**config.mk**
```make
export PLATFORM = sky130hd
export DESIGN_NAME = waveform_rms_meter_core
export DESIGN_NICKNAME = d
export VERILOG_FILES = /design/src/wrms_pkg.sv /design/src/wrms_divsqrt.sv /design/src/waveform_rms_meter_core.sv
export SDC_FILE = /design/constraint.sdc
export NUM_CORES = 1
export LEC_CHECK = 0
export ABC_AREA = 0
export BUFFER_PORTS_ARGS = -buffer_cell sky130_fd_sc_hd__buf_2
export CORE_MARGIN = 3
export CORE_UTILIZATION = 52
export DETAILED_ROUTE_END_ITERATION = 12
export PLACE_DENSITY = 0.74
export SYNTH_ARGS = -nofsm -noshare
export SYNTH_HDL_FRONTEND = slang
export SYNTH_SLANG_ARGS = --single-unit
```
**constraint.sdc**
```tcl
create_clock -name clk -period 9.8 [get_ports clk]
set_input_delay 0.98 -clock clk [delete_from_list [all_inputs] [get_ports clk]]
set_output_delay 0.98 -clock clk [all_outputs]
set_load 0.02 [all_outputs]
```
**src/wrms_pkg.sv**
```systemverilog
// Shared types and constants of the waveform RMS meter.
package wrms_pkg;

  localparam int RMS_BITS       = 16;
  localparam int OUT_COUNT_BITS = 24;

  typedef enum logic [1:0] {
    ST_ACCUM = 2'b01,
    ST_CALC  = 2'b10
  } meter_state_t;

  typedef enum logic [2:0] {
    DS_IDLE = 3'b001,
    DS_DIV  = 3'b010,
    DS_ROOT = 3'b100
  } unit_state_t;

endpackage

```
**src/wrms_divsqrt.sv**
```systemverilog
// Iterative divide then square root unit built around one shared subtractor.
module wrms_divsqrt #(
  parameter int SUM_BITS   = 54,
  parameter int COUNT_BITS = 24,
  parameter int ROOT_BITS  = (SUM_BITS + 1) / 2
) (
  input  logic                  clk,
  input  logic                  rst_n,
  input  logic                  start,
  input  logic [SUM_BITS-1:0]   dividend,
  input  logic [COUNT_BITS-1:0] divisor,
  output logic                  busy,
  output logic [ROOT_BITS-1:0]  root
);

  localparam int RAD_BITS = 2 * ROOT_BITS;
  localparam int SUB_W    = (COUNT_BITS + 1 > ROOT_BITS + 2) ? COUNT_BITS + 1 : ROOT_BITS + 2;
  localparam int CNT_W    = $clog2(SUM_BITS);
  localparam logic [RAD_BITS-1:0] QUO_MASK = RAD_BITS'((64'd1 << SUM_BITS) - 64'd1);

  wrms_pkg::unit_state_t state_r, state_nxt;
  logic [CNT_W-1:0]      cnt_r, cnt_nxt;
  logic [RAD_BITS-1:0]   quo_r, quo_nxt;
  logic [SUB_W-1:0]      rem_r, rem_nxt;
  logic [ROOT_BITS-1:0]  root_r, root_nxt;
  logic [COUNT_BITS-1:0] dsr_r, dsr_nxt;

  logic [SUB_W-1:0] opa, opb, sub_res;
  logic [SUB_W:0]   diff;
  logic             ge;

  always_comb begin
    opa = '0;
    opb = '0;
    if (state_r == wrms_pkg::DS_DIV) begin
      opa = SUB_W'({rem_r[COUNT_BITS-1:0], quo_r[SUM_BITS-1]});
      opb = SUB_W'(dsr_r);
    end else if (state_r == wrms_pkg::DS_ROOT) begin
      opa = SUB_W'({rem_r[ROOT_BITS-1:0], quo_r[RAD_BITS-1 -: 2]});
      opb = SUB_W'({root_r, 2'b01});
    end
  end

  assign diff    = {1'b0, opa} - {1'b0, opb};
  assign ge      = ~diff[SUB_W];
  assign sub_res = ge ? diff[SUB_W-1:0] : opa;

  always_comb begin
    state_nxt = state_r;
    cnt_nxt   = cnt_r;
    quo_nxt   = quo_r;
    rem_nxt   = rem_r;
    root_nxt  = root_r;
    dsr_nxt   = dsr_r;
    unique case (state_r)
      wrms_pkg::DS_IDLE: begin
        if (start) begin
          quo_nxt   = RAD_BITS'(dividend);
          dsr_nxt   = divisor;
          rem_nxt   = '0;
          cnt_nxt   = CNT_W'(SUM_BITS - 1);
          state_nxt = wrms_pkg::DS_DIV;
        end
      end
      wrms_pkg::DS_DIV: begin
        rem_nxt = sub_res;
        quo_nxt = {quo_r[RAD_BITS-2:0], ge};
        if (cnt_r == '0) begin
          quo_nxt   = {quo_r[RAD_BITS-2:0], ge} & QUO_MASK;
          rem_nxt   = '0;
          root_nxt  = '0;
          cnt_nxt   = CNT_W'(ROOT_BITS - 1);
          state_nxt = wrms_pkg::DS_ROOT;
        end else begin
          cnt_nxt = cnt_r - 1'b1;
        end
      end
      wrms_pkg::DS_ROOT: begin
        rem_nxt  = sub_res;
        root_nxt = {root_r[ROOT_BITS-2:0], ge};
        quo_nxt  = {quo_r[RAD_BITS-3:0], 2'b00};
        if (cnt_r == '0) begin
          state_nxt = wrms_pkg::DS_IDLE;
        end else begin
          cnt_nxt = cnt_r - 1'b1;
        end
      end
      default: begin
        state_nxt = wrms_pkg::DS_IDLE;
      end
    endcase
  end

  always_ff @(posedge clk) begin
    if (!rst_n) begin
      state_r <= wrms_pkg::DS_IDLE;
      cnt_r   <= '0;
    end else begin
      state_r <= state_nxt;
      cnt_r   <= cnt_nxt;
    end
    quo_r  <= quo_nxt;
    rem_r  <= rem_nxt;
    root_r <= root_nxt;
    dsr_r  <= dsr_nxt;
  end

  assign busy = (state_r != wrms_pkg::DS_IDLE);
  assign root = root_r;

endmodule

```
**src/waveform_rms_meter_core.sv**
```systemverilog
// Top level of the waveform RMS meter: sample accumulation, result sequencing and output register.
//
// Samples enter on the in_ channel as words of one signed sample and a last flag.
// Each accepted sample is squared, then added into a saturating sum of squares
// while a saturating sample counter advances. Words without last are taken one
// per cycle back to back. A word with last closes the waveform: in_ready drops,
// the sum is divided by the count and the floor square root of that mean is
// taken in one shared subtract unit, one bit per cycle. The divide runs first
// and the root follows; in_ready stays low until the result has moved into
// the output register.
// The result word (rms, sample_count, overflow) waits in an output register
// until taken; accumulation of the next waveform goes on meanwhile, and only
// a further last word stalls behind a result that the receiver has not taken.
// Reset clears the accumulators, the sequencer and out_valid; the block is
// ready in the first cycle after reset.
module waveform_rms_meter_core #(
  parameter int SAMPLE_BITS = 16,
  parameter int COUNT_BITS  = 24
) (
  input  logic                                clk,
  input  logic                                rst_n,
  input  logic                                in_valid,
  output logic                                in_ready,
  input  logic signed [SAMPLE_BITS-1:0]       in_sample,
  input  logic                                in_last,
  output logic                                out_valid,
  input  logic                                out_ready,
  output logic [wrms_pkg::RMS_BITS-1:0]       out_rms,
  output logic [wrms_pkg::OUT_COUNT_BITS-1:0] out_sample_count,
  output logic                                out_overflow
);

  localparam int SUM_RAW   = 2 * SAMPLE_BITS - 2 + COUNT_BITS;
  localparam int SUM_BITS  = (SUM_RAW > 63) ? 63 : SUM_RAW;
  localparam int SQ_BITS   = 2 * SAMPLE_BITS;
  localparam int ROOT_BITS = (SUM_BITS + 1) / 2;
  localparam logic [COUNT_BITS-1:0] COUNT_MAX = {COUNT_BITS{1'b1}};

  wrms_pkg::meter_state_t state_r, state_nxt;

  logic [SQ_BITS-1:0]    sq_r, sq_nxt;
  logic                  sq_vld_r, sq_vld_nxt;
  logic                  sq_last_r, sq_last_nxt;
  logic [SUM_BITS-1:0]   sum_r, sum_nxt;
  logic [COUNT_BITS-1:0] count_r, count_nxt;
  logic                  sat_r, sat_nxt;
  logic [COUNT_BITS-1:0] res_count_r, res_count_nxt;
  logic                  res_ovf_r, res_ovf_nxt;
  logic                  out_valid_r, out_valid_nxt;
  logic [wrms_pkg::RMS_BITS-1:0]       out_rms_r, out_rms_nxt;
  logic [wrms_pkg::OUT_COUNT_BITS-1:0] out_count_r, out_count_nxt;
  logic                  out_ovf_r, out_ovf_nxt;

  logic                  accept;
  logic [SAMPLE_BITS-1:0] mag;
  logic [SUM_BITS:0]     sum_ext;
  logic [SUM_BITS-1:0]   sum_add;
  logic                  sat_add;
  logic                  u_start;
  logic                  u_busy;
  logic [ROOT_BITS-1:0]  u_root;

  assign in_ready = (state_r == wrms_pkg::ST_ACCUM) && !(sq_vld_r && sq_last_r);
  assign accept   = in_valid && in_ready;

  assign mag     = in_sample[SAMPLE_BITS-1] ? (~in_sample + 1'b1) : in_sample;
  assign sum_ext = {1'b0, sum_r} + {{(SUM_BITS + 1 - SQ_BITS){1'b0}}, sq_r};

  always_comb begin
    sum_add = sum_ext[SUM_BITS-1:0];
    sat_add = 1'b0;
    if (sq_vld_r && sum_ext[SUM_BITS]) begin
      sum_add = {SUM_BITS{1'b1}};
      sat_add = 1'b1;
    end else if (!sq_vld_r) begin
      sum_add = sum_r;
    end
  end

  always_comb begin
    state_nxt     = state_r;
    sq_nxt        = sq_r;
    sq_vld_nxt    = accept;
    sq_last_nxt   = sq_last_r;
    sum_nxt       = sum_add;
    count_nxt     = count_r;
    sat_nxt       = sat_r | sat_add;
    res_count_nxt = res_count_r;
    res_ovf_nxt   = res_ovf_r;
    out_valid_nxt = out_valid_r && !out_ready;
    out_rms_nxt   = out_rms_r;
    out_count_nxt = out_count_r;
    out_ovf_nxt   = out_ovf_r;
    u_start       = 1'b0;

    if (accept) begin
      sq_nxt      = mag * mag;
      sq_last_nxt = in_last;
      if (count_r == COUNT_MAX) begin
        sat_nxt = 1'b1;
      end else begin
        count_nxt = count_r + 1'b1;
      end
    end

    unique case (state_r)
      wrms_pkg::ST_ACCUM: begin
        if (sq_vld_r && sq_last_r) begin
          u_start       = 1'b1;
          res_count_nxt = count_r;
          res_ovf_nxt   = sat_r | sat_add;
          sum_nxt       = '0;
          count_nxt     = '0;
          sat_nxt       = 1'b0;
          state_nxt     = wrms_pkg::ST_CALC;
        end
      end
      wrms_pkg::ST_CALC: begin
        if (!u_busy && (!out_valid_r || out_ready)) begin
          out_valid_nxt = 1'b1;
          out_rms_nxt   = wrms_pkg::RMS_BITS'(u_root);
          out_count_nxt = wrms_pkg::OUT_COUNT_BITS'(res_count_r);
          out_ovf_nxt   = res_ovf_r;
          state_nxt     = wrms_pkg::ST_ACCUM;
        end
      end
      default: begin
        state_nxt = wrms_pkg::ST_ACCUM;
      end
    endcase
  end

  always_ff @(posedge clk) begin
    if (!rst_n) begin
      state_r     <= wrms_pkg::ST_ACCUM;
      sq_vld_r    <= 1'b0;
      sq_last_r   <= 1'b0;
      sum_r       <= '0;
      count_r     <= '0;
      sat_r       <= 1'b0;
      out_valid_r <= 1'b0;
    end else begin
      state_r     <= state_nxt;
      sq_vld_r    <= sq_vld_nxt;
      sq_last_r   <= sq_last_nxt;
      sum_r       <= sum_nxt;
      count_r     <= count_nxt;
      sat_r       <= sat_nxt;
      out_valid_r <= out_valid_nxt;
    end
    sq_r        <= sq_nxt;
    res_count_r <= res_count_nxt;
    res_ovf_r   <= res_ovf_nxt;
    out_rms_r   <= out_rms_nxt;
    out_count_r <= out_count_nxt;
    out_ovf_r   <= out_ovf_nxt;
  end

  wrms_divsqrt #(
    .SUM_BITS  (SUM_BITS),
    .COUNT_BITS(COUNT_BITS),
    .ROOT_BITS (ROOT_BITS)
  ) u_divsqrt (
    .clk     (clk),
    .rst_n   (rst_n),
    .start   (u_start),
    .dividend(sum_add),
    .divisor (count_r),
    .busy    (u_busy),
    .root    (u_root)
  );

  assign out_valid        = out_valid_r;
  assign out_rms          = out_rms_r;
  assign out_sample_count = out_count_r;
  assign out_overflow     = out_ovf_r;

  a_last_stalls: assert property (@(posedge clk) disable iff (!rst_n)
    (in_valid && in_ready && in_last) |=> !in_ready)
    else $error("Input still ready after the last word of a waveform.");

  a_busy_in_calc: assert property (@(posedge clk) disable iff (!rst_n)
    u_busy |-> (state_r == wrms_pkg::ST_CALC))
    else $error("Divide and root unit busy outside the calculation state.");

  a_result_from_calc: assert property (@(posedge clk) disable iff (!rst_n)
    (!out_valid_r ##1 out_valid_r) |-> $past(state_r == wrms_pkg::ST_CALC && !u_busy))
    else $error("Result word raised without a finished calculation.");

endmodule
```
==> results by group <==
Run status
  – Run status: complete, no violations

Job
  – Max-cap violations: 0

Worst setup path
  – WP buf/inv: 7
  – R2R depth: 17
  – Critical path arrival: 9.32 ns
  – Critical Path Start: in_sample[5]
  – Stages on worst setup path: 30
  – Worst endpoint required time: between 10 and 15 ns
  – CP Class: input pin to flip-flop
  – Crit-path max FO: 9
  – Kind of start point of the critical path: input pin
  – Slowest Stage Delay on Critical Path: about 0.54 ns
  – Reg2reg setup slack: 4.19 ns
  – Reg2reg start: u_divsqrt.state_r[1]$_SDFFE_PN0P_
  – Reg2reg end: u_divsqrt.rem_r[26]$_DFFE_PP_
  – CP endpoint: sq_r[31]$_DFFE_PP_
  – CP Capture Type: flip-flop
  – Slowest-stage cell, CP: fa_1
  – Most used cell, CP: fa_1
  – CP delay by family, top: adder cells

Detailed routing
  – Avg WL per Cell: 16.53 um
  – Vias per inst: 5.703
  – Total wire length: around 48 mm
  – DR DRC count: 0
  – Post-route ant nets: 0
  – Router iterations before antenna repair: 7
  – Iteration-0 DRC Markers: about 1000
  – Via Count: around 17000

Global route
  – First-pass GRT wire length: roughly 83 mm
  – GR Overflow Total: 0
  – Initial antenna violation count: 0
  – Largest net degree at the start of global routing: 82
  – Total track usage: 0.2095
  – Number of global-route vias before repair: ~17000

STA
  – Max Clk Rate: approximately 110 MHz
  – RSZ-0062 raised after global routing: false
  – Worst-Margin Slew: between 1 and 1.5 ns
  – Post-route clock skew: about 0.014 ns
  – Min setup slack post-route: roughly 0.76 ns
  – Max-slew violation count: 0
  – Part of the cycle the worst path needs: 0.9227
  – Final setup TNS: 0 ns
  – Slew HR: 0.1866
  – Final hold viol count: 0
  – Final setup viols: 0
  – Final min period: approximately 9.0 ns

Floorplanning
  – Die area: 46890 sq um
  – Initial Util: 0.5304
  – Core area: 43460 sq um
  – Die H: between 200 and 250 um
  – Num ports: 64
  – Row count: 76
  – Die W: roughly 220 um

Final layout
  – Nets: 2660
  – P&R area growth vs syn: 9.321%
  – Antenna cells: 0
  – Finished Layout Cells: 2926
  – Share of layout cells above drive strength 1: 0.07561
  – Fin util: 0.5798
  – Fin area: 25200 sq um

Power
  – Pwr/cell area: about 380 nW/um^2
  – Clock Power Share: 0.140
  – Internal power: 0.005356 W
  – Comb pwr share: 0.659
  – Switch share: 0.4396
  – P_leak: roughly 11 nW
  – Sequential share of power: 0.201
  – Max IR drop VDD: between 0.7 and 0.8 mV
  – Net switching power: 0.004202 W

Min path
  – Hold Crit Depth: 0
  – HP Class: flip-flop to flip-flop

CTS
  – CTS Hold Bufs: 0
  – Worst-Skew Late Latency: 0.53 ns
  – CTS Root Cell: clkbuf_16
  – Sink Count: about 320
  – Clock slew at reported path FFs: 0.06 ns
  – Clock tree buffer depth: 3
  – Htree depth: 2
  – CTS tree: built
  – PostCTS Resize Cnt: 0
  – CTS Buf Count: 36
  – Post-CTS Setup Bufs: 0

Placed design
  – GP Congestion: 0.9129
  – Placed Area: 24000 sq um
  – Pre-CTS setup slack: ~0.33 ns
  – Number of port buffers: 63
  – Placed instance count: 2860
  – Post-DP HPWL: between 30 and 40 mm

Logic synthesis
  – Unique masters post-synth: 78
  – Post-Synth Adder-Cell Area: 0.2317
  – Sequential share of the synthesized area: 0.3791
  – Mux cell area share after synthesis: 0.006569
  – Yosys top cell area share: 0.2984
  – Number of synthesis warnings: 0
  – Post-Synth Simple-Gate Area: 0.1249
  – Synth top area cells: edfxtp_1 (30%), fa_1 (15%), ha_1 (8.6%)
  – Number of synthesized flops with an enable pin: between 200 and 250
  – Synth Flop Type: edfxtp_1
  – Largest family of logic cells by synthesized area: adder cells
  – Mean post-synth cell area: about 10 sq um
  – Most frequent cell after synthesis: inv_1
  – Post-synth top area cell: edfxtp_1
  – Synth async-reset ratio: 0
  – Post-Synthesis Cells: 2270
  – Top post-synthesis cells by count: inv_1 (261), edfxtp_1 (229), nor2_1 (223), fa_1 (168), ha_1 (158)
  – Synth Area in XOR/XNOR: 0.05179
  – Synth Cell Area: ~23000 sq um
  – #FFs+latches synth: 322
  – Synth Area in Compound Gates: 0.1471
placed cells by master, fill, tap and decap left out, types with 70 or more instances in the layout:
cell / n
o21ai_0: 102
inv_1: 261
dfxtp_1: 93
ha_1: 158
nor2_1: 222
edfxtp_1: 229
a21oi_1: 119
xnor2_1: 70
nand2_1: 149
fa_1: 168
registers in the layout, indices dropped and copies added, names as in the netlist, 24 cells and up:
| register | cells |
|---|---|
| sum_r | 54 |
| u_divsqrt.quo_r | 54 |
| sq_r | 31 |
| u_divsqrt.rem_r | 27 |
| u_divsqrt.root | 27 |
| count_r | 24 |
| out_sample_count | 24 |
| res_count_r | 24 |
| u_divsqrt.dsr_r | 24 |
power groups by stage:
stage / combinational (W) / sequential, W / clock (W)
after floorplan: 0.00497 / 0.00193 / 0
after global placement: 0.00603 / 0.00195 / 0
after detailed placement: 0.00627 / 0.00195 / 0
after CTS: 0.00632 / 0.00193 / 0.00136
after global routing: 0.00729 / 0.00193 / 0.00142
final: 0.00629 / 0.00193 / 0.00134
cells by family after synthesis:
| family | count (synthesis) |
|---|---|
| AOI/OAI and AO/OA | 511 |
| xor gates and xnor gates | 132 |
| adders and majority gates | 326 |
| buffers and inverters | 356 |
| DFF | 322 |
| muxes | 15 |
| other | 2 |
| and+or+nand+nor | 606 |
worst reg2reg max path, delay by kind of cell (launching register included):
family,cells,cell delay [ns]
AOI/OAI and AO/OA,10,2.61
and+or+nand+nor,2,0.83
buffers and inverters,2,0.80
adders and majority gates,2,0.58
DFF,1,0.36
xor gates and xnor gates,1,0.17
routing by layer:
layer / GRT usage / share of wire / up-vias
met5: 0 / 0 / -
met2: 0.3767 / 0.51 / 413
met1: 0.2620 / 0.42 / 8199
li1: - / - / 7975
met4: 0.06500 / 0.030 / 0
met3: 0.02902 / 0.045 / 99
worst min-delay path by stage:
stage                              startpoint                              to  slack [ns]
floorplan                 res_ovf_r$_DFFE_PP_          out_overflow$_DFFE_PP_        0.40
global placement    res_count_r[13]$_DFFE_PP_  out_sample_count[13]$_DFFE_PP_        0.40
detailed placement  res_count_r[10]$_DFFE_PP_  out_sample_count[10]$_DFFE_PP_        0.40
CTS                 res_count_r[10]$_DFFE_PP_  out_sample_count[10]$_DFFE_PP_        0.42
global route        res_count_r[10]$_DFFE_PP_  out_sample_count[10]$_DFFE_PP_        0.42
finish              res_count_r[23]$_DFFE_PP_  out_sample_count[23]$_DFFE_PP_        0.42
layout make-up:
cell class | count | area (sq um)
Clock buffer | 53 | 1066
Fill cell | 3650 | 18260
Sequential cell | 322 | 8738
Tap cell | 585 | 732.0
Clock inverter | 13 | 126.4
Timing Repair Buffer | 84 | 473.0
Inverter | 267 | 1002
Multi-Input combinational cell | 1602 | 13060
per-stage QoR:
stage	hold slack [ns]	total power, W
6_report	0.4152	0.009558
5_1_grt	0.4242	0.01064
4_1_cts	0.4182	0.009610
3_5_place_dp	0.4045	0.008220
3_3_place_gp	0.4033	0.007988
2_1_floorplan	0.4003	0.006901
Power figures use the tool's default switching activity.
